--- config.mk ---
export PLATFORM = sky130hd
export DESIGN_NAME = obprs_front
export DESIGN_NICKNAME = d
export VERILOG_FILES = /design/src/obprs_pkg.sv /design/src/obprs_front.sv
export SDC_FILE = /design/constraint.sdc
export NUM_CORES = 1
export LEC_CHECK = 0
export BUFFER_PORTS_ARGS = -buffer_cell sky130_fd_sc_hd__buf_2
export CELL_PAD_IN_SITES_DETAIL_PLACEMENT = 1
export CELL_PAD_IN_SITES_GLOBAL_PLACEMENT = 2
export CORE_ASPECT_RATIO = 0.6
export CORE_MARGIN = 4
export CORE_UTILIZATION = 34
export DETAILED_ROUTE_END_ITERATION = 8
export PLACE_DENSITY_LB_ADDON = 0.1
export SLEW_MARGIN = 20
export SYNTH_ARGS = -nofsm -noshare
export SYNTH_HDL_FRONTEND = slang
export SYNTH_SLANG_ARGS = --single-unit
--- constraint.sdc ---
create_clock -name clk -period 5.4 [get_ports clk]
set_clock_uncertainty 0.2 [all_clocks]
set_input_delay 0.81 -clock clk [delete_from_list [all_inputs] [get_ports clk]]
set_output_delay 0.81 -clock clk [all_outputs]
set_load 0.005 [all_outputs]
--- src/obprs_pkg.sv ---
// Package for the one-bit packed record store.
// Holds sizing constants, the operation code and the queue entry type.
// No dependencies.
`default_nettype none
package obprs_pkg;

	localparam int WORD_BITS         = 32;
	localparam int STORE_WORDS       = 1024;
	localparam int MAX_RECORD_BITS   = 64;
	localparam int LEN_W             = 7;
	localparam int IDX_W             = 15;
	localparam int RECORD_LENGTH_RST = 32;
	localparam int BIT_W             = $clog2(WORD_BITS);
	localparam int POS_W             = IDX_W + LEN_W;
	localparam int AW                = $clog2(STORE_WORDS);
	localparam int WC_W              = $clog2(STORE_WORDS + 1);
	localparam int TOT_W             = WC_W + BIT_W;
	localparam int CMP_W             = ((POS_W > TOT_W) ? POS_W : TOT_W) + 1;
	localparam int QUEUE_DEPTH       = 4;
	localparam int QPTR_W            = $clog2(QUEUE_DEPTH);
	localparam int QCNT_W            = $clog2(QUEUE_DEPTH + 1);

	typedef enum logic {
		OP_APPEND = 1'b0,
		OP_EXPAND = 1'b1
	} op_t;

	typedef struct packed {
		op_t              op;
		logic             bit_value;
		logic [LEN_W-1:0] len;
		logic [POS_W-1:0] start;
	} entry_t;

endpackage
`default_nettype wire

--- src/obprs_front.sv ---
// Front end: accepts requests, holds the record length register, clamps the
// length and computes the record start position. Depends on obprs_pkg.
`default_nettype none
module obprs_front import obprs_pkg::*; (
	input  wire logic             clk,
	input  wire logic             arst_n,
	input  wire logic             in_valid,
	output logic                  in_stall,
	input  wire logic             operation,
	input  wire logic             bit_value,
	input  wire logic [IDX_W-1:0] record_index,
	input  wire logic             cfg_valid,
	output logic                  cfg_ready,
	input  wire logic [LEN_W-1:0] cfg_data,
	output logic                  push,
	output entry_t                push_entry,
	input  wire logic             q_full
);

	logic [LEN_W-1:0] record_length_q;
	logic [LEN_W-1:0] len_eff;
	logic [POS_W-1:0] start;
	logic             accept;
	logic             valid_s1;
	entry_t           entry_s1;

	assign cfg_ready = 1'b1;

	always_comb begin
		if (record_length_q == '0) begin
			len_eff = LEN_W'(1);
		end else if (record_length_q > LEN_W'(MAX_RECORD_BITS)) begin
			len_eff = LEN_W'(MAX_RECORD_BITS);
		end else begin
			len_eff = record_length_q;
		end
	end

	assign start    = POS_W'(record_index) * POS_W'(len_eff);
	assign push     = valid_s1 && !q_full;
	assign in_stall = valid_s1 && q_full;
	assign accept   = in_valid && !in_stall;
	assign push_entry = entry_s1;

	always_ff @(posedge clk or negedge arst_n) begin
		if (!arst_n) begin
			record_length_q <= LEN_W'(RECORD_LENGTH_RST);
			valid_s1        <= 1'b0;
		end else begin
			if (cfg_valid && cfg_ready) begin
				record_length_q <= cfg_data;
			end
			if (accept) begin
				valid_s1 <= 1'b1;
			end else if (push) begin
				valid_s1 <= 1'b0;
			end
		end
	end

	always_ff @(posedge clk) begin
		if (accept) begin
			entry_s1.op        <= op_t'(operation);
			entry_s1.bit_value <= bit_value;
			entry_s1.len       <= len_eff;
			entry_s1.start     <= start;
		end
	end

endmodule
`default_nettype wire

## Word-level counts from Yosys, hierarchy flattened

Cells that the tools add are included.

- Flip-flop bits (word level): 39
- Bits in latches: 0
- Bits in writable memories: 0
- Memory bits (read-only): 0
- Word-level logic and storage cells: 19
- Memories: 0

- $add $sub $neg: 0
- Multipliers: 1
- Div/mod/pow operators: 0
- Order comparisons: 1
- Eq/ne operators: 0
- Shifts and indexed selects: 0
- Muxes and demuxes: 4
- Bitwise gates (word level): 0
- Reduce and logical (&&, ||, !) cells: 7

Operators by type and width:

| operator | count |
|---|---|
| 15-bit by 7-bit multiplier with 22-bit output | 1 |
| 7-bit two-way mux | 2 |
| 7-bit greater-than comparator (second input constant) | 1 |
| 7-bit zero test | 1 |
| 1-bit logical AND | 3 |
| 1-bit zero test | 2 |
| 1-bit two-way mux | 2 |
| 2-bit nonzero test | 1 |

## Logic depth before layout (Yosys ltp)

- Depth in word-level cells: 4
- Gate-level depth with buffers: 19
- Gate-level depth less buffers: 17

## Worst setup path before layout

Ideal clock, no wire load.

- Path type: register to register
- From: register record_length_q[5]
- To: register entry_s1 (netlist bit push_entry[19]) (data pin)
- Library setup time: 0.270 ns
- Arrival: 4.827 ns
- Setup slack: 0.103 ns
- Cell stages (with the launch flop): 18
- Buffers on the path: 1
- Clock period less this slack: 5.297 ns
- Cell sequence: dfstp_2 > nor2b_1 > clkbuf_1 > nand2_1 > fa_1 > fa_1 > inv_1 > fa_1 > inv_1 > fa_1 > inv_1 > ha_1 > nand2_1 > or3b_4 > a31oi_4 > nor2_2 > o41ai_2 > xor2_1

- Longest elaborated chain between the ends: 4
- Elaborated cells on any way between the ends: 5

Ends and longest elaborated chain:

| item | line | text |
|---|---|---|
| start, declared | obprs_front.sv:20 | `logic [LEN_W-1:0] record_length_q;` |
| start signal, assigned | obprs_front.sv:47 | `record_length_q <= LEN_W'(RECORD_LENGTH_RST);` |
| start signal, assigned | obprs_front.sv:51 | `record_length_q <= cfg_data;` |
| 7-bit greater-than comparator | obprs_front.sv:32 | `end else if (record_length_q > LEN_W'(MAX_RECORD_BITS)) begin` |
| 7-bit two-way mux | obprs_front.sv:32 |  |
| 7-bit two-way mux * | obprs_front.sv:30 | `if (record_length_q == '0) begin` |
| via len_eff[5] | obprs_front.sv:21 | `logic [LEN_W-1:0] len_eff;` |
| 15-bit by 7-bit multiplier with 22-bit output * | obprs_front.sv:39 | `assign start = POS_W'(record_index) * POS_W'(len_eff);` |
| via start[19] | obprs_front.sv:22 | `logic [POS_W-1:0] start;` |
| end, declared | obprs_front.sv:25 | `entry_t entry_s1;` |

Mark *: on every way through the listed nets, which the timed path passes. The rest lies on a longest branch.
A chain may end at the register's enable or synchronous reset.

## Final worst setup path

- From: register record_length_q[6]
- To: register entry_s1 (netlist bit push_entry[21]) (data pin)

- Longest elaborated chain between the ends: 4
- Elaborated cells on any way between the ends: 5

Ends and longest elaborated chain:

| item | line |
|---|---|
| 7-bit greater-than comparator | obprs_front.sv:32 |
| 7-bit two-way mux | obprs_front.sv:32 |
| 7-bit two-way mux * | obprs_front.sv:30 |
| 15-bit by 7-bit multiplier with 22-bit output * | obprs_front.sv:39 |
| via start[21] | obprs_front.sv:22 |

Marks and branches as above.

==> flow_metrics.py <==
metrics = {
    "status": {
        "status": "finished clean",
    },
    "floorplanning": {
        "dieArea_um2": 15700,
        "rows": 32,
        "core_area_um2": 13100,
        "ioPinCount": 63,
        "initial_core_util_pct": 35.4,
        "die_x_um": 159,
        "die_y_um": 98.6,
    },
    "sta": {
        "finalCritPeriodShare_pct": 95.5,
        "fmax_mhz": 194,
        "fin_crit_ns": 5.16,
        "fin_worst_hold_slack_ns": 0.142,
        "rsz0062_at_grt": "false",
        "maxSlewViolCount": 0,
        "slew-limit-headroom_pct": 32.4,
        "hold_viol": 0,
        "setup_viol": 0,
        "setup_slack_ns": 0.245,
        "setup_tns_ns": 0,
        "worst_slew_pin_slew_ns": 1.01,
    },
    "global_route": {
        "grt_util_all_layers_pct": 16.9,
        "grt_max_degree": 32,
        "grt_pass1_vias": 3809,
        "antenna_found_initial": 0,
        "grt_pass1_wl_mm": 21.0,
        "overflow": 0,
    },
    "synth": {
        "synth_edf_count": 31,
        "async_flop_share_pct": 20.5,
        "synth_ff_type": "edfxtp_1",
        "synth_largest_area_cell": "fa_1",
        "yosys_warnings": 0,
        "synth.area.top_cells": "fa_1 28%, edfxtp_1 20%, ha_1 11%, and2_1 8.9%, inv_1 5.0%",
        "avgSynthCellArea_um2": 10.1,
        "yosysMostFrequentCell": "and2_1",
        "synth_top_area_share_pct": 27.5,
        "syn_inst": 459,
        "syn-cell-area_um2": 4650,
        "yosysSeqAreaShare_pct": 24.3,
        "ys_top_cells_by_count": "66 x and2_1, 64 x fa_1, 62 x inv_1",
        "ys_seq_elements": 39,
        "yosysUniqueCellTypes": 40,
        "syn_nets": 592,
    },
    "placement": {
        "place_congestion": 0.791,
        "dp_hpwl_mm": 10.3,
        "io_buffer_count": 61,
        "post-place-ws_ns": 0.0547,
    },
    "routing": {
        "remaining_drc_errors": 0,
        "wirelength_mm": 12.6,
        "routed_via_density": 4.88,
        "drt_iter0_drc": 141,
        "route.vias.total": 3432,
        "first_pass_iters": 4,
        "wl_per_cell_um": 18.0,
        "drtAntennaViolNets": 0,
    },
    "flow_run": {
        "drv_cap": 0,
    },
    "worst_hold_path": {
        "hp-class": "input port to async pin",
    },
    "clock_network": {
        "root_buffer": "clkbuf_16",
        "cts_tree": "yes",
        "clock_latency_ns": 0.30,
        "htreeDepth": 2,
        "cts_buffers": 5,
        "clkTransAtPathRegs_ns": 0.07,
        "ctsLongestPathBuffers": 2,
        "cts.sinks": 39,
    },
    "setup_path": {
        "crit_arrival_ns": 5.00,
        "startpoint_type": "flop",
        "cp_data_required_time_ns": 5.24,
        "ff2ff_setup_slack_ns": 0.24,
        "path_class": "flop to flop",
        "critical_path.max_fanout": 7,
        "crit_path_end_kind": "flop",
    },
    "cells_and_area": {
        "area_growth_pct": 17.2,
        "antenna_cells": 0,
        "drive_above_1_share_pct": 21.2,
        "nets": 665,
    },
    "power": {
        "powerDensity_nw_per_um2": 383,
        "power.total_mw": 2.09,
        "ir_drop_uv": 198,
        "p_leak_nw": 2.64,
    },
}
[what timing repair did]
item | in CTS | in global routing
setup endpoints to repair | 0 | 8
buffers inserted | 0 | 2
hold buffers | 0 | 0
resized for setup | 0 | 6
[worst max-delay path, cell delays in order, from the launching register on]
cell	delay (ns)
dfrtp_2	0.46
buf_4	0.16
nor2b_4	0.14
nand2_1	0.09
fa_1	0.49
fa_1	0.56
inv_1	0.06
fa_1	0.54
inv_1	0.06
fa_1	0.54
inv_1	0.05
ha_1	0.32
nand2_1	0.08
or3b_4	0.40
a31oi_4	0.21
nor2_2	0.10
o41ai_2	0.36
xnor2_1	0.10
[metrics by stage]
stage	instance area, µm²	cells	utilization, %
floorplan	4650	459	-
global placement	5280	693	40.2
detailed placement	5280	693	40.2
CTS	5420	701	41.3
global route	5450	703	41.5
finish	5450	703	41.5
[logic make-up (layout without fill, tap and decap cells)]
| family | count (synthesis) | count (layout) | share of synthesized area (%) |
|---|---|---|---|
| AOI/OAI and AO/OA | 54 | 54 | 7.93 |
| adders and majority gates | 104 | 104 | 38.3 |
| DFF | 39 | 39 | 24.3 |
| other | 1 | 1 | 0.0806 |
| buffers and inverters | 83 | 157 | 6.77 |
| and+or+nand+nor | 153 | 153 | 17.5 |
| xor gates and xnor gates | 18 | 18 | 3.39 |
| muxes | 7 | 7 | 1.69 |
[where the power goes]
part,internal (mW),switching (mW)
Combinational,0.544,0.762
Clock,0.171,0.146
Sequential,0.442,0.0213
Total,1.16,0.929
[per-layer routing]
metal | part of all wire [%] | up-vias | global-route usage, % | wire, µm
li1 | - | 1620 | - | -
met1 | 56 | 1728 | 27.2 | 7020
met2 | 39 | 75 | 24.2 | 4960
met3 | 4.3 | 9 | 2.93 | 548
met4 | 0.69 | 0 | 2.40 | 87
met5 | 0 | - | 0 | 0
[cell type report]
cell class | count | area (µm²)
Tap cell | 170 | 213
Timing Repair Buffer | 87 | 504
Multi-Input combinational cell | 337 | 3230
Fill cell | 1500 | 7680
Clock inverter | 3 | 17.5
Inverter | 62 | 233
Sequential cell | 39 | 1130
Clock buffer | 5 | 125
[final timing paths]
kind                                         start                  to  cells past startpoint
max in group asynchronous                   arst_n  record_length_q[5]                      1
worst max register to register  record_length_q[6]      push_entry[21]                     17
worst min register to register  record_length_q[0]  record_length_q[0]                      1
worst min-delay path                        arst_n  record_length_q[3]                      1
min in group clk                record_length_q[0]  record_length_q[0]                      1
worst max-delay path            record_length_q[6]      push_entry[21]                     17
[state kept, by name, summed over array words and instances, names as in the netlist]
signal and cells:
push_entry 31, record_length_q 7, valid_s1 1
[cells in the final DEF (no fill, tap or decap), types with 7 or more instances in the layout]
cell type	n
a21o_1	9
a21oi_1	16
and2_1	66
buf_2	61
buf_4	25
edfxtp_1	31
fa_1	64
ha_1	40
inv_1	62
mux2_2	7
nand2_1	48
nor2_1	7
nor2b_1	9
xnor2_1	10
xor2_1	8
No activity file was read; power rests on OpenSTA's default activity.
