## src/obprs_pkg.sv

```systemverilog
// Package for the one-bit packed record store.
// Holds sizing constants, the operation code and the queue entry type.
// No dependencies.
`default_nettype none
package obprs_pkg;

	localparam int WORD_BITS         = 32;
	localparam int STORE_WORDS       = 1024;
	localparam int MAX_RECORD_BITS   = 64;
	localparam int LEN_W             = 7;
	localparam int IDX_W             = 15;
	localparam int RECORD_LENGTH_RST = 32;
	localparam int BIT_W             = $clog2(WORD_BITS);
	localparam int POS_W             = IDX_W + LEN_W;
	localparam int AW                = $clog2(STORE_WORDS);
	localparam int WC_W              = $clog2(STORE_WORDS + 1);
	localparam int TOT_W             = WC_W + BIT_W;
	localparam int CMP_W             = ((POS_W > TOT_W) ? POS_W : TOT_W) + 1;
	localparam int QUEUE_DEPTH       = 4;
	localparam int QPTR_W            = $clog2(QUEUE_DEPTH);
	localparam int QCNT_W            = $clog2(QUEUE_DEPTH + 1);

	typedef enum logic {
		OP_APPEND = 1'b0,
		OP_EXPAND = 1'b1
	} op_t;

	typedef struct packed {
		op_t              op;
		logic             bit_value;
		logic [LEN_W-1:0] len;
		logic [POS_W-1:0] start;
	} entry_t;

endpackage
`default_nettype wire

```

## src/obprs_queue.sv

```systemverilog
// Short request queue between front and back ends.
// Depends on obprs_pkg for the entry type and depth.
`default_nettype none
module obprs_queue import obprs_pkg::*; (
	input  wire logic   clk,
	input  wire logic   arst_n,
	input  wire logic   push,
	input  wire entry_t push_entry,
	output logic        q_full,
	output logic        q_valid,
	output entry_t      q_entry,
	input  wire logic   pop
);

	entry_t              slots [QUEUE_DEPTH];
	logic [QPTR_W-1:0]   wr_ptr_q;
	logic [QPTR_W-1:0]   rd_ptr_q;
	logic [QCNT_W-1:0]   count_q;

	assign q_full  = count_q == QCNT_W'(QUEUE_DEPTH);
	assign q_valid = count_q != '0;
	assign q_entry = slots[rd_ptr_q];

	always_ff @(posedge clk or negedge arst_n) begin
		if (!arst_n) begin
			wr_ptr_q <= '0;
			rd_ptr_q <= '0;
			count_q  <= '0;
		end else begin
			if (push) begin
				wr_ptr_q <= wr_ptr_q + QPTR_W'(1);
			end
			if (pop) begin
				rd_ptr_q <= rd_ptr_q + QPTR_W'(1);
			end
			if (push && !pop) begin
				count_q <= count_q + QCNT_W'(1);
			end else if (pop && !push) begin
				count_q <= count_q - QCNT_W'(1);
			end
		end
	end

	always_ff @(posedge clk) begin
		if (push) begin
			slots[wr_ptr_q] <= push_entry;
		end
	end

endmodule
`default_nettype wire

```

## config.mk

```make
export PLATFORM = sky130hd
export DESIGN_NAME = obprs_queue
export DESIGN_NICKNAME = d
export VERILOG_FILES = /design/src/obprs_pkg.sv /design/src/obprs_queue.sv
export SDC_FILE = /design/constraint.sdc
export NUM_CORES = 1
export LEC_CHECK = 0
export ABC_AREA = 1
export BUFFER_PORTS_ARGS = -buffer_cell sky130_fd_sc_hd__buf_4
export CAP_MARGIN = 10
export CORE_MARGIN = 2
export CORE_UTILIZATION = 62
export CTS_CLUSTER_DIAMETER = 150
export DETAILED_ROUTE_END_ITERATION = 8
export PLACE_DENSITY_LB_ADDON = 0.1
export SYNTH_ARGS = -nofsm -noshare
export SYNTH_HDL_FRONTEND = slang
export SYNTH_SLANG_ARGS = --single-unit
```

## constraint.sdc

```tcl
create_clock -name clk -period 5.1 [get_ports clk]
set_input_delay 0.51 -clock clk [delete_from_list [all_inputs] [get_ports clk]]
set_output_delay 0.51 -clock clk [all_outputs]
set_load 0.05 [all_outputs]
```

---- Word level (Yosys, flattened, before mapping) ----
Memories as Yosys holds them, arrays and structs flattened.
Index checks and enable logic that the tools add are counted.
storage, ports and cells
  memories kept ........................... 1
  bits in writable memories ............... 124
  register bits ........................... 7
  word-level logic and storage cells ...... 19
  output and inout port bits .............. 33
operators by class
  $add $sub $neg .......................... 4
  reductions and logical operators ........ 6
  equality and inequality tests ........... 1
  muxes and demuxes ....................... 4
memories
  name   words  bits a word  read ports  clocked after Yosys merged registers in  wr ports  line               text
  slots  4      31           1           0                                        1         obprs_queue.sv:15  entry_t slots [QUEUE_DEPTH];
operator list
  operator               count
  $mux W3                2
  $add A2 B1 Y2 const B  2
  $add A3 B1 Y3 const B  1
  $eq A3 B3 Y1 const B   1
  $reduce_bool A3 Y1     1
  $sub A3 B1 Y3 const B  1
  $logic_and A1 B1 Y1    2
  $logic_not A1 Y1       2
  $mux W1                2
  $reduce_bool A2 Y1     1

---- Longest topological paths before layout ----
Gate-level depths: netlist of the first run.
  word-level depth ........................ 4
  gate-level depth with buffers ........... 9
  depth with buffers taken out ............ 9

---- Worst setup path after synthesis of the first run ----
Ideal clock, no wire load.
  path kind ............................... register to output
  start ................................... reg count_q[0]
  end ..................................... out q_full
  path slack .............................. 3068 ps
  buffers on the path ..................... 0
  stages on the path, launching flop included .. 2
  arrival ................................. 1522 ps
  cell sequence ........................... dfrtp_1 nor3_1
between the ends
  longest elaborated chain between the ends .. 1
ends and longest elaborated chain
  element                   line               text
  start: declaration        obprs_queue.sv:18  logic [QCNT_W-1:0] count_q;
  start signal: assignment  obprs_queue.sv:37  count_q <= count_q + QCNT_W'(1);
  start signal: assignment  obprs_queue.sv:39  count_q <= count_q - QCNT_W'(1);
  $eq A3 B3 Y1              obprs_queue.sv:20  assign q_full = count_q == QCNT_W'(QUEUE_DEPTH);
  end: declaration          obprs_queue.sv:9   output logic q_full,
Every way passes these cells.

==> results of run 1 <==
==> registers in the layout (all words and copies together) (netlist names) <==
| register | count |
|---|---|
| rd_ptr_q | 2 |
| slots | 124 |
| wr_ptr_q | 2 |
| count_q | 3 |
==> final timing paths <==
path / startpoint / endpoint / slack, ns
worst max-delay path: rd_ptr_q[0] / q_entry[25] / 1.97
worst min-delay path: pop / rd_ptr_q[0] / 0.19
worst max register to register: wr_ptr_q[0] / slots[0][1] / 3.52
worst min register to register: count_q[2] / count_q[2] / 0.47
max in group asynchronous: arst_n / rd_ptr_q[0] / 4.61
min in group asynchronous: arst_n / count_q[2] / 0.36
==> power by group through the flow <==
stage / Sequential, W / Clock (W) / Combinational [W]
4_1_cts: 0.00160 / 0.00113 / 0.00190
3_3_place_gp: 0.00161 / 0 / 0.00185
2_1_floorplan: 0.00149 / 0 / 0.00152
3_5_place_dp: 0.00162 / 0 / 0.00189
6_report: 0.00160 / 0.00112 / 0.00187
5_1_grt: 0.00163 / 0.00118 / 0.00201
==> per-layer routing <==
metal | share of wire, % | routed length [um] | vias up
met2 | 52 | 4940 | 105
met5 | 0 | 0 | -
li1 | - | - | 1559
met4 | 1.8 | 174 | 0
met1 | 41 | 3880 | 1526
met3 | 5.8 | 555 | 15
==> synth_stat cells (all sizes together) <==
cell type    n
edfxtp     124
nand2      107
inv         74
o211ai      62
buf         20
dfrtp        7
ha           5
xor2         3
clkbuf       1
fa           1
nand3        1
nand4        1
nor2         1
nor3         1
o21ai        1
xnor2        1
==> per-stage QoR <==
stage          cells  total power (W)  worst slack [ns]
2_1_floorplan    410          0.00301              3.07
3_3_place_gp     570          0.00346              2.57
3_5_place_dp     570          0.00351              2.50
4_1_cts          603          0.00463              1.94
5_1_grt          603          0.00481              1.74
6_report         603          0.00459              1.97
==> layout by cell type, fill, tap and decap left out, types with 2 or more instances in the layout <==
cell	count
edfxtp_1	124
nand2_1	107
inv_1	73
buf_4	73
o211ai_1	33
o211ai_2	29
clkbuf_16	16
dfrtp_1	6
ha_1	5
clkinvlp_4	5
xor2_1	3
clkinv_4	3
clkinv_2	2
bufinv_16	2
clkbuf_1	2
==> cell families after synthesis <==
family | share of synthesized area, %
xor gates and xnor gates | 0.640
buffers and inverters | 7.76
DFF | 71.2
adders and majority gates | 1.51
AOI/OAI and AO/OA | 11.2
and+or+nand+nor | 7.70
==> repair_timing <==
action | CTS | global route
buffers inserted | 0 | 0
hold endpoints to repair | 7 | 0
hold buffers | 1 | 0
==> worst reg2reg max path, cell delays in order (launching register included) <==
cell and delay (ns):
dfrtp_1 0.43, inv_1 0.11, ha_1 0.15, nand2_1 0.05
inv_1 0.05, buf_4 0.41
==> layout make-up <==
| type | count | area (um^2) |
|---|---|---|
| Inverter | 74 | 278 |
| Timing Repair Buffer | 74 | 558 |
| Tap cell | 108 | 135 |
| Multi-Input combinational cell | 184 | 1150 |
| Clock buffer | 19 | 422 |
| Fill cell | 538 | 2050 |
| Sequential cell | 131 | 3900 |
| Clock inverter | 13 | 138 |
==> summary.md, run 1 <==
| Metric | Value |
|---|---|
| Status | `finished, final reports clean` |
| GP Congestion | `0.784` |
| Row count | `34` |
| IO Port Bufs | `67` |
| Ant diodes | `0` |
| Initial DRC Count | `205` |
| Maximum VDD drop | `513 uV` |
| Initial Util | `63.4%` |
| Die Area | `0.00960 mm^2` |
| Die X | `98.0 um` |
| Root buffer cell | `clkbuf_8` |
| Grt total ovfl | `0` |
| Total GRT Usage | `21.2%` |
| Max-cap check violation count | `0` |
| Mapped Cells | `410` |
| DRC | `0` |
| Vias in the first global route | `3178` |
| Clk pin slew, worst setup/hold paths | `0.06 ns` |
| Synth top area share | `68.0%` |
| CTS H-tree depth | `4` |
| Area leader, netlist | `edfxtp_1` |
| Final Cell Area | `0.00659 mm^2` |
| Dpl hpwl | `5.45 mm` |
| Die H | `98.0 um` |
| Final worst path period share | `61.5%` |
| Placement Cell Area | `0.00602 mm^2` |
| WP buf/inv | `2` |
| Busiest layer in global routing | `met2` |
| Setup TNS | `0 ns` |
| Critical Path, Cell by Cell | `buf_4 -> nand2_1 -> o211ai_1 -> nand2_1 -> buf_4` |
| CTS sink cnt | `131` |
| Slowest cell on crit path | `dfrtp_4` |
| Io pins | `68` |
| Sw frac | `42.1%` |
| Sequential share of power | `34.9%` |
| Clock share of power | `24.3%` |
| RSZ-0062 raised after global routing | `no` |
| Grt met2 use | `34.2%` |
| Worst Hold Slack | `0.190 ns` |
| WHS Path Cells | `2` |
| Max-slew violation count | `0` |
| Core Region | `0.00864 mm^2` |
| CTS resizes | `0` |
| Worst path depth | `5` |
| Combinational Power Share | `40.8%` |
| First-pass GRT wire length | `15.3 mm` |
| Post-synthesis sequential area ratio | `71.2%` |
| Worst-Margin Slew | `0.981 ns` |
| CP Capture Type | `output port` |
| Cell Area, Synth | `0.00548 mm^2` |
| Syn avg cell area | `13.4 um^2` |
| CP max stage delay | `1.07 ns` |
| DR WL/cell | `15.8 um` |
| CTS tree | `yes` |
| Req. time, crit path | `4.59 ns` |
| Synth top area cells | `edfxtp_1, nand2_1, o211ai_2` |
| Met3 usage | `6.16%` |
| DR vias/cell | `5.32` |
| Nets | `523` |
| Met1 GRT Util | `26.9%` |
| Critical Path AT | `2.62 ns` |
| Crit start category | `register` |
| Crit Path Category | `reg -> out` |
| Crit path max fanout | `90` |
| Family with the most delay on the worst path | `flip-flops` |
| Via count | `3205` |
| Clock Tree Buf Depth | `2` |
| Yosys reg bits | `131` |
| Clock skew | `0.00691 ns` |
| Maximum clock rate | `0.319 GHz` |
| Share of layout cells above drive strength 1 | `26.9%` |
| PwrDens | `696 mW/mm^2` |
| Internal power | `0.00266 W` |
| CTS buffer count | `17` |
| P_leak | `2.74 nW` |
| Yosys cell types | `21` |
| Final ANT Viol Nets | `0` |
| Min Tclk post-route | `3.13 ns` |
| Hold Fails Final Rpt | `0` |
| Pre-antenna DRT Iters | `5` |
| Antenna violations before repair | `0` |
| Largest net degree at the start of global routing | `91` |
| Hold WC Path Type | `in -> reg` |
| Synth Warn # | `0` |
| Finished Core Util | `76.3%` |
| Finish-stage setup viols | `0` |
| Slew Limit Headroom | `34.6%` |
| Layout area overhead | `20.2%` |
| Worst skew pair latency | `0.51 ns` |
| Syn Nets | `451` |
| R2r worst-path depth | `5` |
| Net Sw Power | `0.00193 W` |
| Final WL | `9.56 mm` |
(Power assumes the default switching activity.)
==> inputs of run 2 (changes only) <==
--- a/config.mk
+++ b/config.mk
@@ -9,7 +9,7 @@
 export BUFFER_PORTS_ARGS = -buffer_cell sky130_fd_sc_hd__buf_4
 export CAP_MARGIN = 10
 export CORE_MARGIN = 2
-export CORE_UTILIZATION = 62
+export CORE_UTILIZATION = 52
 export CTS_CLUSTER_DIAMETER = 150
 export DETAILED_ROUTE_END_ITERATION = 8
 export PLACE_DENSITY_LB_ADDON = 0.1
==> constraint.sdc (replaced) <==
create_clock -name clk -period 2.7 [get_ports clk]
set_input_delay 0.27 -clock clk [delete_from_list [all_inputs] [get_ports clk]]
set_output_delay 0.27 -clock clk [all_outputs]
set_load 0.05 [all_outputs]
==> summary.md, run 2 (synthesis results as in run 1) <==
| Metric | Value |
|---|---|
| Largest regs | `slots x124, count_q x3` |
| Maximum clock rate | `0.399 GHz` |
| Worst Hold Slack | `0.135 ns (-0.0549 ns)` |
| CTS tree | `yes` |
| Post-CTS setup buffer count | `0 (unchanged)` |
| Req. time, crit path | `2.43 ns (-2.16 ns)` |
| Ant diodes | `0 (unchanged)` |
| Row count | `37 (+8.8%)` |
| Top reg by flops | `slots` |
| Root buffer cell | `clkbuf_8` |
| Die Area | `0.0114 mm^2 (+18%)` |
| Worst skew pair latency | `0.51 ns (about the same)` |
| Core Region | `0.0103 mm^2 (+19%)` |
| Share of layout cells above drive strength 1 | `25.2% (-1.7 points)` |
| DR WL/cell | `14.8 um (-6.6%)` |
| Hold Fails Final Rpt | `0 (unchanged)` |
| Antenna violations before repair | `0 (unchanged)` |
| Slew Limit Headroom | `56.5% (+22 points)` |
| Maximum VDD drop | `793 uV (+55%)` |
| Die H | `107 um (+8.8%)` |
| DR vias/cell | `4.86 (-8.5%)` |
| Critical Path AT | `2.24 ns (-0.38 ns)` |
| Total GRT Usage | `18.8% (-2.4 points)` |
| Finish-stage setup viols | `0 (unchanged)` |
| DRC | `0 (unchanged)` |
| Max reg flops | `124 (unchanged)` |
| Via count | `3249 (+1.4%)` |
| PwrDens | `1260 mW/mm^2 (+80%)` |
| Die X | `107 um (+8.8%)` |
| Vias in the first global route | `3288 (+3.5%)` |
| RSZ-0062 raised after global routing | `no` |
| Final ANT Viol Nets | `0 (unchanged)` |
| Crit path max fanout | `58 (-36%)` |
| Clock Tree Buf Depth | `2 (unchanged)` |
| CTS sink cnt | `131 (unchanged)` |
| Min Tclk post-route | `2.51 ns` |
| Max-slew violation count | `0 (unchanged)` |
| IO Port Bufs | `67 (unchanged)` |
| Setup TNS | `0 ns (unchanged)` |
| Initial Util | `53.3% (-10 points)` |
| Crit start category | `register` |
| Hold WC Path Type | `in -> async` |
| Largest net degree at the start of global routing | `59 (-35%)` |
| Initial DRC Count | `134 (-35%)` |
| Most frequent cells in the layout | `edfxtp_1, nand2_1, buf_4, inv_1, dlygate4sd3_1` |
| CTS buffer count | `17 (unchanged)` |
| CP Capture Type | `output port` |
| Max-cap check violation count | `0 (unchanged)` |
| Crit Path Category | `reg -> out` |
| CTS resizes | `0 (unchanged)` |
| Clk pin slew, worst setup/hold paths | `0.06 ns (about the same)` |
| Final WL | `9.88 mm (+3.4%)` |
| First-pass GRT wire length | `15.9 mm (+4.0%)` |
| Commonest non-fill, non-tap cell in the layout | `edfxtp_1` |
| Grt total ovfl | `0 (unchanged)` |
| Dpl hpwl | `5.74 mm (+5.2%)` |
| Pre-antenna DRT Iters | `4 (-1)` |
| Status | `finished, final reports clean` |
| Layout area overhead | `28.2%` |
| P_leak | `2.93 nW (+6.9%)` |
| Nets | `560 (+7.1%)` |
| Worst-Margin Slew | `0.653 ns (-0.329 ns)` |
| CTS H-tree depth | `4 (unchanged)` |
| Io pins | `68 (unchanged)` |
| GP Congestion | `0.750 (-4.4%)` |
| Clock skew | `0.00396 ns (-0.00295 ns)` |
| Final worst path period share | `92.8%` |
## run 2: cell count changes in the layout (fill, tap and decap cells not counted)
| cell | delta |
|---|---|
| buf_12 | +3 |
| buf_4 | +1 |
| bufinv_16 | +1 |
| clkinv_1 | +3 |
| clkinv_2 | +2 |
| clkinv_4 | -2 |
| clkinvlp_4 | -4 |
| dlygate4sd3_1 | +33 |
## run 2: path summary, 6_finish.rpt
kind                             start            to  slack (ns)  cells after the start
min reg2reg                 count_q[2]    count_q[2]        0.49                      2
max reg2reg                wr_ptr_q[0]  slots[0][18]        0.99                      5
max                        rd_ptr_q[0]    q_entry[3]        0.19                      5
min in group clk            count_q[2]    count_q[2]        0.49                      2
max in group asynchronous       arst_n   rd_ptr_q[0]        2.42                      2
min                             arst_n    count_q[1]        0.13                      2
## run 2: area by class of cell
class / instances / area (um^2)
clock buffers: 19 / 422
clock inverters: 13 / 141
fillers: 754 / 3250
inverters: 74 / 278
multi-input cells: 184 / 1150
flip-flops and latches: 131 / 3900
well taps: 136 / 170
repair buffers: 111 / 956
## run 2: worst max-delay path, stage by stage, from the launching register on
cell	delay [ns]
dfrtp_4	0.83
buf_4	0.39
nand2_1	0.09
o211ai_1	0.09
nand2_1	0.09
buf_4	0.19
## run 2: power by group
| part | switching, W | internal, W |
|---|---|---|
| sequential | 0.000268 | 0.00267 |
| combinational | 0.00258 | 0.00114 |
| clock | 0.000769 | 0.00138 |
## run 2: repair_timing
action / 4_1_cts / 5_1_grt
setup endpoints to repair: 0 / 0
hold buffers: 34 / 0
endpoints found under the hold margin: 134 / 0
## run 2: layer usage
layer	vias up	GRT usage [%]	share of wire, %
li1	1623	-	-
met1	1557	22.1	43
met2	56	32.9	53
met3	13	5.29	3.5
met4	0	7.05	1.4
met5	-	0	0
## run 2: stage by stage
stage / power [W] / std cells / util, % / setup slack (ns) / instance area (um^2)
3_5_place_dp: 0.00670 / 602 / 59.6 / 0.749 / 6120
6_report: 0.00882 / 668 / 68.3 / 0.194 / 7020
3_3_place_gp: 0.00664 / 602 / 59.6 / 0.757 / 6120
2_1_floorplan: 0.00569 / 410 / - / 0.908 / 5480
5_1_grt: 0.00926 / 668 / 68.3 / 0.0211 / 7020
4_1_cts: 0.00892 / 668 / 68.3 / 0.187 / 7020
